[src/rtl/core/ogru_pkg.sv]
// ogru_pkg: shared types and constants of the occupancy grid ray update block
// field widths, status and command codes, register map and reset values
// no dependencies
package ogru_pkg;

    localparam int COORD_W    = 24;
    localparam int CPM_W      = 16;
    localparam int MARGIN_W   = 6;
    localparam int HIT_W      = 4;
    localparam int IDX_W      = 7;
    localparam int STATUS_W   = 2;
    localparam int OUT_CNT_W  = 16;
    localparam int S_TDATA_W  = 136;
    localparam int M_TDATA_W  = 32;
    localparam int APB_ADDR_W = 5;
    localparam int APB_DATA_W = 32;
    localparam int REG_IDX_W  = 3;

    typedef enum logic [STATUS_W-1:0] {
        ST_APPLIED = 2'd0,
        ST_HEIGHT  = 2'd1,
        ST_BORDER  = 2'd2,
        ST_READ    = 2'd3
    } status_t;

    localparam logic CMD_RAY  = 1'b0;
    localparam logic CMD_READ = 1'b1;

    localparam logic [REG_IDX_W-1:0] REG_CPM    = 3'd0;
    localparam logic [REG_IDX_W-1:0] REG_HMIN   = 3'd1;
    localparam logic [REG_IDX_W-1:0] REG_HMAX   = 3'd2;
    localparam logic [REG_IDX_W-1:0] REG_MARGIN = 3'd3;
    localparam logic [REG_IDX_W-1:0] REG_HIT    = 3'd4;

    typedef struct packed {
        logic [CPM_W-1:0]    cells_per_meter_q8;
        logic [COORD_W-1:0]  height_min;
        logic [COORD_W-1:0]  height_max;
        logic [MARGIN_W-1:0] border_margin;
        logic [HIT_W-1:0]    hit_weight;
    } cfg_t;

    localparam cfg_t CFG_RESET = '{
        cells_per_meter_q8: 16'd5120,
        height_min:         24'd0,
        height_max:         24'd3840,
        border_margin:      6'd5,
        hit_weight:         4'd3
    };

    typedef struct packed {
        logic               cmd;
        logic [COORD_W-1:0] robot_x;
        logic [COORD_W-1:0] robot_z;
        logic [COORD_W-1:0] point_x;
        logic [COORD_W-1:0] point_height;
        logic [COORD_W-1:0] point_z;
        logic [IDX_W-1:0]   cell_row;
        logic [IDX_W-1:0]   cell_col;
    } item_t;

    typedef struct packed {
        status_t              status;
        logic [OUT_CNT_W-1:0] occupied_count;
        logic [OUT_CNT_W-1:0] visited_count;
    } result_t;

endpackage

[src/rtl/core/ogru_apb_regs.sv]
// ogru_apb_regs: apb register file holding the block configuration
// depends on ogru_pkg for the register map and the cfg_t struct
module ogru_apb_regs (
    input  logic                             aclk,
    input  logic                             aresetn,
    input  logic                             psel,
    input  logic                             penable,
    input  logic                             pwrite,
    input  logic [ogru_pkg::APB_ADDR_W-1:0]  paddr,
    input  logic [ogru_pkg::APB_DATA_W-1:0]  pwdata,
    output logic [ogru_pkg::APB_DATA_W-1:0]  prdata,
    output logic                             pready,
    output ogru_pkg::cfg_t                   cfg
);
    import ogru_pkg::*;

    cfg_t                 cfg_reg;
    cfg_t                 cfg_next;
    logic                 wr_en;
    logic [REG_IDX_W-1:0] reg_idx;

    assign wr_en   = psel & penable & pwrite;
    assign reg_idx = paddr[APB_ADDR_W-1:2];
    assign pready  = 1'b1;
    assign cfg     = cfg_reg;

    always_comb begin
        cfg_next = cfg_reg;
        if (wr_en) begin
            case (reg_idx)
                REG_CPM:    cfg_next.cells_per_meter_q8 = pwdata[CPM_W-1:0];
                REG_HMIN:   cfg_next.height_min         = pwdata[COORD_W-1:0];
                REG_HMAX:   cfg_next.height_max         = pwdata[COORD_W-1:0];
                REG_MARGIN: cfg_next.border_margin      = pwdata[MARGIN_W-1:0];
                REG_HIT:    cfg_next.hit_weight         = pwdata[HIT_W-1:0];
                default: begin
                end
            endcase
        end
    end

    always_comb begin
        case (reg_idx)
            REG_CPM:    prdata = APB_DATA_W'(cfg_reg.cells_per_meter_q8);
            REG_HMIN:   prdata = APB_DATA_W'(cfg_reg.height_min);
            REG_HMAX:   prdata = APB_DATA_W'(cfg_reg.height_max);
            REG_MARGIN: prdata = APB_DATA_W'(cfg_reg.border_margin);
            REG_HIT:    prdata = APB_DATA_W'(cfg_reg.hit_weight);
            default:    prdata = '0;
        endcase
    end

    always_ff @(posedge aclk) begin
        if (!aresetn) begin
            cfg_reg <= CFG_RESET;
        end else begin
            cfg_reg <= cfg_next;
        end
    end

endmodule

[config.mk]
export PLATFORM = sky130hd
export DESIGN_NAME = ogru_apb_regs
export DESIGN_NICKNAME = d
export VERILOG_FILES = /design/src/rtl/core/ogru_pkg.sv /design/src/rtl/core/ogru_apb_regs.sv
export SDC_FILE = /design/constraint.sdc
export NUM_CORES = 1
export LEC_CHECK = 0
export ABC_AREA = 0
export BUFFER_PORTS_ARGS = -buffer_cell sky130_fd_sc_hd__buf_4
export CORE_MARGIN = 5
export CORE_UTILIZATION = 40
export DETAILED_ROUTE_END_ITERATION = 10
export PLACE_DENSITY = 0.65
export SYNTH_ARGS = -nofsm -noshare
export SYNTH_HDL_FRONTEND = slang
export SYNTH_SLANG_ARGS = --single-unit
[constraint.sdc]
create_clock -name aclk -period 3.4 [get_ports aclk]
set_input_delay 0.34 -clock aclk [delete_from_list [all_inputs] [get_ports aclk]]
set_output_delay 0.34 -clock aclk [all_outputs]
set_load 0.01 [all_outputs]
==> metrics.md <==
| Metric | Value |
|---|---|
| Worst path bufs/invs | 2 |
| Slowest CP cell | nor2b_2 |
| DRT iter0 DRCs | 97 |
| Avg Inst Size Synth | 9.28 um2 |
| Max VDD drop | 0.205 mV |
| Worst path cell trace | buf_4 -> nor2b_2 -> a22oi_1 -> nor2_1 -> buf_4 |
| Area Growth Syn to Fin | 34.3% |
| Design Area, Final | 4710 um2 |
| Register bit total from synthesis | 74 |
| Root Driver | clkbuf_8 |
| R2R setup slack | 2650 ps |
| Die span in x | 104 um |
| Port bufs | 129 |
| CP most frequent cell | buf_4 |
| Synth top area share | 0.422 |
| Post-DRT Antenna Nets | 0 |
| Critical Path RT | 3060 ps |
| Net count, final | 531 |
| Rows | 34 |
| H-tree Lvls | 3 |
| Final setup violation count | 0 |
| Final Hold Violating Endpoints | 0 |
| Starting Density | 0.406 |
| Leakage power | 2.11 nW |
| Measured slew at the worst slew-check pin | 1010 ps |
| Overall power | 1.89 mW |
| Max Fclk | 441 MHz |
| Post-detail-place hpwl | 6680 um |
| Vias in the first global route | 3100 |
| GRT Residual Overflow | 0 |
| Syn Inst Count | 378 |
| Max-slew violations | 0 |
| Placer congestion estimate | 0.758 |
| Crit path launch type | input port |
| Clk pin slew, worst setup/hold paths | 80 ps |
| Final Skew | 0 ps |
| CTS resizes | 0 |
| Most common cell after layout, fill and taps aside | buf_4 |
| First-pass iteration count of the detailed router | 4 |
| Post-Syn Area | 3510 um2 |
| Drt drc | 0 |
| IO Count | 149 |
| CTS hold repair buffers | 0 |
| Fin crit share | 0.667 |
| Die height | 104 um |
| RSZ-0062 raised after global routing | false |
| Largest net degree at the start of global routing | 104 |
| First-pass GRT wire length | 16100 um |
| Mean routed wirelength per cell | 16.0 um |
| Cell taking the most area after synthesis | dfxtp_1 |
| Crit path time final | 2270 ps |
| Worst-path maximum fanout | 29 |
| Vias per cell | 5.06 |
| Setup tns final | 0 ps |
| Crit. End Element | output pin |
| Total GRT Usage | 0.179 |
| Yosys Warn Count | 0 |
| Vias post-DR | 3045 |
| Pwr dens | 401 nW/um2 |
| Fill count | 811 |
| DIE AREA | 10700 um2 |
| Post-synthesis sequential area ratio | 0.422 |
| Total CTS buffers | 9 |
| Max Cap Viol | 0 |
| Worst-Skew Late Latency | 340 ps |
| Postcts setup bufs | 0 |
| Layout cells sized above 1 | 0.314 |
| Clock tree buffer depth | 2 |
| Initial antenna violation count | 0 |
| N_diodes | 0 |
| Final wirelength | 9620 um |
| Rel. slew slack | 0.325 |
| Total core area | 8640 um2 |
| TritonCTS clock tree | yes |
| Synth unique cells | 25 |
| Top delay family on crit path | simple AND/OR/NAND/NOR gates |
| Hold Crit Class | input port to flop |
| CTS sink cnt | 74 |
| Placed cell areas | 4460 um2 |
| Worst Path Arrival | 1930 ps |
| Setup CP Type | input port to output pin |
| CP peak stage delay | 800 ps |
| Top post-synthesis cells by area | dfxtp_1, mux2i_1, nand2_1 |
| Largest register FFs | 74 |
| Outcome | complete, no violations |
| Most frequent cells in the layout | buf_4, mux2i_1, nand2_1, dfxtp_1, nor2_1 |
| Worst Hold Margin | 263 ps |
[path summary, 6_finish.rpt]
path | startpoint | depth (start not counted) | to
hold reg to reg | cfg[65]$_SDFFE_PN0P_ | 2 | cfg[65]$_SDFFE_PN0P_
setup / recovery | paddr[2] | 5 | prdata[23]
setup reg to reg | cfg[6]$_SDFFE_PN1P_ | 2 | cfg[6]$_SDFFE_PN1P_
hold / removal | pwdata[9] | 3 | cfg[19]$_SDFFE_PN1P_
[report_power, final]
part | internal [mW] | switching [mW]
Sequential | 0.873 | 0.00556
Combinational | 0.0713 | 0.0932
Clock | 0.528 | 0.318
Total | 1.47 | 0.416
[synthesized netlist by cell type]
| cell type | count |
|---|---|
| a22oi_1 | 8 |
| a2bb2oi_1 | 10 |
| buf_1 | 1 |
| buf_2 | 8 |
| buf_4 | 13 |
| buf_6 | 2 |
| clkbuf_1 | 17 |
| conb_1 | 2 |
| dfxtp_1 | 74 |
| inv_1 | 3 |
| mux2i_1 | 89 |
| mux4_2 | 2 |
| nand2_1 | 89 |
| nand4_1 | 1 |
| nand4b_4 | 1 |
| nor2_1 | 19 |
| nor2b_1 | 17 |
| nor3b_1 | 2 |
| o211ai_1 | 2 |
| o21a_1 | 4 |
| o21ai_0 | 5 |
| o2bb2ai_1 | 4 |
| o311ai_0 | 1 |
| o31ai_1 | 2 |
| or3_1 | 2 |
[worst min-delay path, cell delays in order]
cell,delay [ps]
buf_4,80
nor2b_1,30
mux2i_1,110
[area by class of cell]
cell class | instances | area [um2] | area share
clock buffer | 12 | 155 | 0.0329
clock inverter | 4 | 97.6 | 0.0207
inverter | 3 | 11.3 | 0.00239
multi-input combinational | 267 | 1830 | 0.388
sequential | 74 | 1480 | 0.314
tap | 108 | 135 | 0.0287
timing repair buffer | 134 | 1010 | 0.213
[through the flow]
step / cells / setup WS (ps) / utilization
finish: 602 / 1130 / 0.546
CTS: 602 / 1100 / 0.546
floorplan: 385 / 1800 / -
detailed placement: 586 / 1100 / 0.517
global route: 602 / 944 / 0.546
global placement: 586 / 1080 / 0.517
[cells by family after synthesis]
family	count (synthesis)	synth area share
flip-flops	74	0.422
multiplexers	91	0.267
other	2	0.00214
AO/OA/AOI/OAI	36	0.0788
AND/OR/NAND/NOR	131	0.162
buffers and inverters	44	0.0681
[metal layers]
metal  vias up  part of all wire  global-route usage
li1       1485                 -                   -
met1      1461              0.44               0.230
met2        89              0.48               0.290
met3        10             0.064              0.0553
met4         0             0.012              0.0500
met5         -                 0                   0
(Power assumes the default switching activity.)
